<file path="src/bitmap_frame_allocator_unit_defines.svh">
// ----------------------------------------------------------------------------
// Bitmap frame allocator assertion macros
// Concurrent assertion shorthands shared by the allocator modules.
// ----------------------------------------------------------------------------
`ifndef BITMAP_FRAME_ALLOCATOR_UNIT_DEFINES_SVH
`define BITMAP_FRAME_ALLOCATOR_UNIT_DEFINES_SVH

`ifndef ASSERT_OFF
// same-cycle implication
`define BFA_ASSERT_IMP(lbl, clk_s, rst_s, ante, cons) \
  lbl: assert property (@(posedge clk_s) disable iff (rst_s) (ante) |-> (cons)) \
    else $error("bfa: implication check failed");
// next-cycle implication
`define BFA_ASSERT_NXT(lbl, clk_s, rst_s, ante, cons) \
  lbl: assert property (@(posedge clk_s) disable iff (rst_s) (ante) |=> (cons)) \
    else $error("bfa: next-cycle check failed");
`else
`define BFA_ASSERT_IMP(lbl, clk_s, rst_s, ante, cons)
`define BFA_ASSERT_NXT(lbl, clk_s, rst_s, ante, cons)
`endif

`endif

</file>
<file path="src/bfa_pkg.sv">
// ----------------------------------------------------------------------------
// Bitmap frame allocator package
// Shared constants, operation and status codes, control types and helpers.
// ----------------------------------------------------------------------------
package bfa_pkg;

  localparam int MAX_FRAMES_DEF = 65536;
  localparam int PAGE_BITS_DEF  = 12;

  localparam int ADDR_W   = 48;
  localparam int FUNC_W   = 2;
  localparam int STATUS_W = 3;
  localparam int COUNT_W  = 17;
  localparam int TRACK_W  = 17;
  localparam int PADDR_W  = 3;
  localparam int PDATA_W  = 32;

  localparam logic [COUNT_W-1:0] COUNT_MAX     = '1;
  localparam logic [TRACK_W-1:0] TRACKED_RESET = 17'h10000;
  localparam logic [7:0]         FULL_BYTE     = 8'hFF;
  localparam logic               REG_TRACKED   = 1'b0;

  typedef enum logic [FUNC_W-1:0] {
    FN_ALLOC = 2'd0,
    FN_FREE  = 2'd1,
    FN_MARK  = 2'd2,
    FN_INIT  = 2'd3
  } func_t;

  typedef enum logic [STATUS_W-1:0] {
    ST_OK         = 3'd0,
    ST_NOT_READY  = 3'd1,
    ST_NO_MEMORY  = 3'd2,
    ST_MISALIGNED = 3'd3,
    ST_RANGE      = 3'd4,
    ST_FRAME_ZERO = 3'd5
  } status_t;

  typedef enum logic [2:0] {
    S_IDLE,
    S_DECODE,
    S_CLEAR,
    S_MOD,
    S_WSTART,
    S_WALK,
    S_FREE_WR,
    S_DONE
  } state_t;

  typedef struct packed {
    logic    load;
    logic    decode;
    logic    init;
    logic    clear;
    logic    mod_init;
    logic    mod_step;
    logic    walk_start;
    logic    walk;
    logic    free_rd;
    logic    free_wr;
    logic    status_we;
    status_t status;
    logic    out_load;
  } cmd_t;

  typedef struct packed {
    func_t func;
    logic  ready;
    logic  count_zero;
    logic  need_mod;
    logic  misaligned;
    logic  out_range;
    logic  frame_zero;
    logic  mark_skip;
    logic  mod_last;
    logic  clr_last;
    logic  hit;
    logic  walk_last;
    logic  out_busy;
  } sts_t;

  function automatic logic [2:0] low_zero(input logic [7:0] v);
    logic [2:0] p;
    p = 3'd0;
    for (int i = 7; i >= 0; i--) begin
      if (!v[i]) p = 3'(i);
    end
    return p;
  endfunction

  function automatic logic [3:0] pop8(input logic [7:0] v);
    logic [3:0] c;
    c = 4'd0;
    for (int i = 0; i < 8; i++) begin
      c = c + {3'b000, v[i]};
    end
    return c;
  endfunction

endpackage

</file>
<file path="src/bfa_ctrl.sv">
// ----------------------------------------------------------------------------
// Bitmap frame allocator controller
// Sequences one transaction at a time through decode, map sweeps and result.
// ----------------------------------------------------------------------------
`include "bitmap_frame_allocator_unit_defines.svh"

module bfa_ctrl import bfa_pkg::*; (
  input  logic clk,
  input  logic rst,
  input  logic in_valid,
  output logic in_stall,
  input  sts_t sts,
  output cmd_t cmd
);

  state_t state;
  state_t state_next;

  always_ff @(posedge clk) begin
    if (rst) begin
      state <= S_IDLE;
    end else begin
      state <= state_next;
    end
  end

  always_comb begin
    state_next = state;
    case (state)
      S_IDLE: begin
        if (in_valid) state_next = S_DECODE;
      end
      S_DECODE: begin
        if (sts.func == FN_INIT) begin
          state_next = S_CLEAR;
        end else if (!sts.ready) begin
          state_next = S_DONE;
        end else begin
          case (sts.func)
            FN_ALLOC: begin
              if (sts.count_zero)    state_next = S_DONE;
              else if (sts.need_mod) state_next = S_MOD;
              else                   state_next = S_WSTART;
            end
            FN_FREE: begin
              if (sts.misaligned || sts.out_range || sts.frame_zero) state_next = S_DONE;
              else state_next = S_FREE_WR;
            end
            FN_MARK: begin
              if (sts.mark_skip) state_next = S_DONE;
              else               state_next = S_WSTART;
            end
            default: state_next = S_DONE;
          endcase
        end
      end
      S_CLEAR: begin
        if (sts.clr_last) state_next = S_DONE;
      end
      S_MOD: begin
        if (sts.mod_last) state_next = S_WSTART;
      end
      S_WSTART: state_next = S_WALK;
      S_WALK: begin
        if ((sts.func == FN_ALLOC && sts.hit) || sts.walk_last) state_next = S_DONE;
      end
      S_FREE_WR: state_next = S_DONE;
      S_DONE: begin
        if (!sts.out_busy) state_next = S_IDLE;
      end
      default: state_next = S_IDLE;
    endcase
  end

  always_comb begin
    cmd      = '0;
    in_stall = 1'b1;
    case (state)
      S_IDLE: begin
        in_stall = 1'b0;
        cmd.load = in_valid;
      end
      S_DECODE: begin
        cmd.decode = 1'b1;
        if (sts.func == FN_INIT) begin
          cmd.init = 1'b1;
        end else if (!sts.ready) begin
          cmd.status_we = 1'b1;
          cmd.status    = ST_NOT_READY;
        end else begin
          case (sts.func)
            FN_ALLOC: begin
              if (sts.count_zero) begin
                cmd.status_we = 1'b1;
                cmd.status    = ST_NO_MEMORY;
              end else begin
                cmd.mod_init = 1'b1;
              end
            end
            FN_FREE: begin
              if (sts.misaligned) begin
                cmd.status_we = 1'b1;
                cmd.status    = ST_MISALIGNED;
              end else if (sts.out_range) begin
                cmd.status_we = 1'b1;
                cmd.status    = ST_RANGE;
              end else if (sts.frame_zero) begin
                cmd.status_we = 1'b1;
                cmd.status    = ST_FRAME_ZERO;
              end else begin
                cmd.free_rd = 1'b1;
              end
            end
            default: ;
          endcase
        end
      end
      S_CLEAR:   cmd.clear = 1'b1;
      S_MOD:     cmd.mod_step = 1'b1;
      S_WSTART:  cmd.walk_start = 1'b1;
      S_WALK: begin
        cmd.walk = 1'b1;
        if (sts.func == FN_ALLOC && sts.walk_last && !sts.hit) begin
          cmd.status_we = 1'b1;
          cmd.status    = ST_NO_MEMORY;
        end
      end
      S_FREE_WR: cmd.free_wr = 1'b1;
      S_DONE:    cmd.out_load = !sts.out_busy;
      default: ;
    endcase
  end

  `BFA_ASSERT_NXT(a_idle_hold, clk, rst, state == S_IDLE && !in_valid, state == S_IDLE)
  `BFA_ASSERT_NXT(a_walk_end, clk, rst, state == S_WALK && sts.walk_last, state == S_DONE)

endmodule

</file>
<file path="config.mk">
export PLATFORM = sky130hd
export DESIGN_NAME = bfa_ctrl
export DESIGN_NICKNAME = d
export VERILOG_FILES = /design/src/bfa_pkg.sv /design/src/bfa_ctrl.sv
export VERILOG_INCLUDE_DIRS = /design/src /design/src/src
export SDC_FILE = /design/constraint.sdc
export NUM_CORES = 1
export LEC_CHECK = 0
export BUFFER_PORTS_ARGS = -buffer_cell sky130_fd_sc_hd__buf_2
export CAP_MARGIN = 5
export CORE_AREA = 2 2 39 41
export CTS_CLUSTER_SIZE = 14
export DETAILED_ROUTE_END_ITERATION = 8
export DIE_AREA = 0 0 41 43
export GPL_TIMING_DRIVEN = 0
export PLACE_DENSITY = 0.76
export SLEW_MARGIN = 20
export SYNTH_ARGS = -nofsm -noshare
export SYNTH_HDL_FRONTEND = slang
export SYNTH_SLANG_ARGS = --single-unit
</file>
<file path="constraint.sdc">
create_clock -name clk -period 1.3 [get_ports clk]
set_clock_uncertainty 0.1 [all_clocks]
set_input_delay 0.065 -clock clk [delete_from_list [all_inputs] [get_ports clk]]
set_output_delay 0.065 -clock clk [all_outputs]
set_load 0.02 [all_outputs]
</file>
[Word-level counts from Yosys, hierarchy flattened]
Cells that the tools add are included.
Storage, ports and cells
  register bits after elaboration: 3
  output and inout port bits: 16
  input bits: 17
  logic and storage cells: 71
Operators by class
  eq/ne operators: 15
  multiplexer cells: 44
  reductions and logical operators: 11
Operator list (count)
  $mux 4: 7
  $mux 3: 9
  $pmux 3 s8: 1
  $mux 1: 22
  $pmux 4 s2: 2
  $eq 3x3->1 const B: 4
  $ne 2x2->1 const B: 5
  $pmux 3 s3: 1
  $eq 3x2->1 const B: 2
  $reduce_and 5->1: 1
  $eq 2x2->1 const B: 2
  $mux 2: 2
  $eq 3x1->1 const B: 1
  $logic_and 1x1->1: 3
  $logic_not 3->1: 1
  $logic_or 1x1->1: 3
  $eq 2x1->1 const B: 1
  $logic_not 1->1: 2
  $logic_not 2->1: 1

[Depth between registers and ports, before layout]
  depth in word-level cells: 7
  mapped depth: 6
  depth with buffers taken out: 6

[Least setup slack after synthesis]
OpenSTA, ideal clock, no wires.
  path kind: reg2out
  start point: register state[2]
  end point: output port cmd[2] (netlist name)
  required time: 1135 ps
  path slack: -182 ps
  arrival: 1317 ps
  cell stages (with the launch flop): 6
  path buffers: 1
  cells stage by stage: dfxtp_1 > buf_4 > inv_1 > nor2_1 > nand4b_1 > o21ai_0
RTL lines
  start, declared: RTL line bfa_ctrl.sv:16  | state_t state;
  start signal, assigned: RTL line bfa_ctrl.sv:23  | state <= state_next;
  end, declared: RTL line bfa_ctrl.sv:13  | output cmd_t cmd

==> results.md <==
| Result | Value |
| --- | --- |
| Run status | complete, but fails checks |
| Violated checks | negative setup slack |
| WP data required | 1.13 ns |
| Area of the core region | 1384 µm² |
| Count of buffers from port buffering | 32 |
| Area leader, netlist | sky130_fd_sc_hd__dfxtp_1 |
| Detailed-router iteration count before antenna repair | 4 |
| Die Wd | 41 µm |
| DRC viols | 0 |
| Clock root buffer master | sky130_fd_sc_hd__clkbuf_4 |
| Max-capacitance violation count | 0 |
| First-pass GRT wire length | 2.608 mm |
| Nets | 143 |
| Number of distinct library cells after synthesis | 33 |
| DRC violation total after the first TritonRoute iteration | 4 |
| Clock tree buffer depth | 2 |
| Worst reg-to-reg setup slack | -0.09 ns |
| Setup violators final | 17 |
| Routed wire length per instance | 13.38 µm |
| Net count after synthesis | 91 |
| Antenna violations before repair | 0 |
| Reg2reg end | state[2] |
| Min setup slack post-route | -0.2403 ns |
| Reg with most FFs | state |
| Placed cell count | 118 |
| Setup crit start kind | flop |
| Clock latency reported for the late side of the worst-skew pair | 0.25 ns |
| Syn-to-layout area delta | 100.8% |
| Hold Slack | 0.1119 ns |
| Ports placed on the boundary | 33 |
| Final Util | 71.88% |
| Overall die area | 1763 µm² |
| Gr ovfl total | 0 |
| Peak supply drop | 0.4881 mV |
| Hold Crit Depth | 4 |
| Number of flip-flops and latches in the synthesized netlist | 3 |
| Top Registers | state (3) |
| Top post-synthesis cells by area | sky130_fd_sc_hd__dfxtp_1, sky130_fd_sc_hd__ha_1, sky130_fd_sc_hd__nor2_1, sky130_fd_sc_hd__mux2i_1, sky130_fd_sc_hd__nor3_1 |
| Largest net degree at the start of global routing | 10 |
| Vias per Instance | 5.314 |
| Post-route clock period utilization | 118.5% |
| Area share of the leading cell type in the synthesized netlist | 12.12% |
| Share of final-layout standard cells stronger than drive strength 1 | 61.16% |
| Kind of end point of the critical path | primary output |
| Total global-route track usage | 20.98% |
| Startpoint of the most critical register-to-register path | state[0] |
| Total number of H-tree levels | 1 |
| Largest fanout on the critical path | 5 |
| Cell area after synthesis | 495.5 µm² |
| Time the worst path needs with I/O delays and setup | 1.540 ns |
| Via count of the first global-routing pass | 650 |
| Power after layout | 1.162 mW |
| Last weighted congestion value of the routability-driven placer | 0.7702 |
| Total via count in the routed design | 728 |
| Seq/Total Area, Yosys | 12.12% |
| Count of flip-flops with a built-in enable after synthesis | 0 |
| Number of flip-flops in the largest register | 3 |
| Die height | 43 µm |
| Maximum clock frequency | 0.6492 GHz |
| Clock tree from TritonCTS | done |
| Number of CTS-inserted buffers | 3 |
| R2r worst-path depth | 6 |
| Start point of the worst min-delay path | sts[1] |
| # clock sinks | 3 |
| End of the worst hold path | state[1] |
| Antenna fix cells | 0 |
| Power per unit of standard cell area | 1168 nW/µm² |
| Final Hold Viols | 0 |
| Type of the most critical hold path | primary input to flop |
| Endpoint arrival time on the critical path | 1.38 ns |
| Slew margin rel. | 80.55% |
| RSZ-0062 raised after global routing | yes |
| Final cell count without fillers | 137 |
| Most common library cells after synthesis | sky130_fd_sc_hd__nor2_1, sky130_fd_sc_hd__inv_1, sky130_fd_sc_hd__nand2_1 |
| Count of pins over their slew limit | 0 |
| Yosys warnings | 0 |
| Post-Route WL | 1.833 mm |
| Leakage power | 0.4711 nW |
| Slew @ Worst Pin | 0.2893 ns |
| Clk pin slew, worst setup/hold paths | 0.04 ns |
| Post-detailed-placement half-perimeter wirelength | 1.029 mm |
| Initial standard-cell utilization of the core | 35.80% |
| Number of routed nets with antenna violations | 0 |
| Share of flip-flops with an asynchronous set or reset | 0% |
| Critical Setup Path Class | flop to primary output |
| Flip-flop cell with the highest count after synthesis | sky130_fd_sc_hd__dfxtp_1 |
| Cells after synthesis | 70 |
| Post-synthesis average cell area | 7.078 µm² |
| Number of standard-cell rows in the floorplan | 14 |
| Number of filler cells placed in the layout | 107 |
| Most common cell in the netlist | sky130_fd_sc_hd__nor2_1 |
==> how the worst max path moves through the flow <==
stage | startpoint | cells after the start | endpoint
2_1_floorplan | state[1] | 4 | cmd[2]
3_3_place_gp | state[1] | 5 | cmd[2]
3_5_place_dp | state[1] | 5 | cmd[2]
4_1_cts | state[0] | 6 | cmd[6]
5_1_grt | state[1] | 6 | cmd[2]
6_report | state[2] | 7 | cmd[4]
==> per-stage QoR <==
stage               setup WS, ns  setup TNS, ns  instance area [µm²]
finish                   -0.2403         -2.084                994.7
global placement         -0.1079        -0.4136                690.7
floorplan                -0.1525        -0.2628                510.5
detailed placement      -0.09612        -0.3817                690.7
CTS                      -0.2980         -2.372                895.9
global route             -0.3019         -2.820                994.7
==> per-layer routing <==
layer	vias to the layer above	wire length, µm	GRT usage (%)
met3	3	95	1.571
li1	360	-	-
met1	336	724	23.15
met5	-	0	0
met4	0	26	8.000
met2	29	986	38.13
==> what timing repair did <==
action                                  in CTS  in global routing
hold buffers                                 1                  0
endpoints found under the hold margin        3                  0
cloned                                       0                  0
resized for setup                           40                 16
buffers inserted                             8                  9
pin swaps                                    6                  9
endpoints found under the setup margin      16                 19
==> report_power, final <==
| part | internal, mW | switching [mW] | leakage [nW] | total (mW) |
|---|---|---|---|---|
| combinational | 0.432 | 0.416 | 0.430 | 0.848 |
| sequential | 0.118 | 0.0205 | 0.0258 | 0.139 |
| clock | 0.116 | 0.0597 | 0.0150 | 0.176 |
| total | 0.666 | 0.496 | 0.471 | 1.16 |
==> critical path, cell delays in order (launching register included) <==
cell and delay, ns:
sky130_fd_sc_hd__dfxtp_2 0.32, sky130_fd_sc_hd__buf_6 0.13, sky130_fd_sc_hd__nor3_4 0.22, sky130_fd_sc_hd__buf_4 0.16, sky130_fd_sc_hd__buf_6 0.10, sky130_fd_sc_hd__nand2_2 0.04, sky130_fd_sc_hd__nand2_2 0.06, sky130_fd_sc_hd__buf_6 0.11
==> layout make-up <==
class | count | area, µm² | share of cell area [%]
multi-input cells | 59 | 469.2 | 47.17
repair buffers | 49 | 380.4 | 38.24
flip-flops and latches | 3 | 63.81 | 6.415
clock buffers | 4 | 26.28 | 2.642
inverters | 5 | 23.77 | 2.390
well taps | 16 | 20.02 | 2.013
plain buffers | 1 | 11.26 | 1.132
==> layout by cell type, fill, tap and decap left out, drive strengths merged, types with 2 or more instances in the layout <==
| cell | n |
|---|---|
| buf | 49 |
| nor2 | 9 |
| inv | 5 |
| nand2 | 5 |
| nor3 | 5 |
| ha | 4 |
| nand2b | 4 |
| clkbuf | 4 |
| nand3 | 3 |
| dfxtp | 3 |
| and3 | 3 |
| o21ai | 3 |
| a21oi | 3 |
| nand4b | 2 |
| mux2i | 2 |
| a21boi | 2 |
==> logic make-up after synthesis <==
logic type               Yosys count  share of synthesized area (%)
multiplexers                       2                          4.041
buffers and inverters              8                          8.586
flip-flops                         3                          12.12
AO/OA/AOI/OAI                     16                          21.97
adder cells (fa/ha/maj)            4                          10.10
AND/OR/NAND/NOR                   37                          43.19
Power figures use the tool's default switching activity.
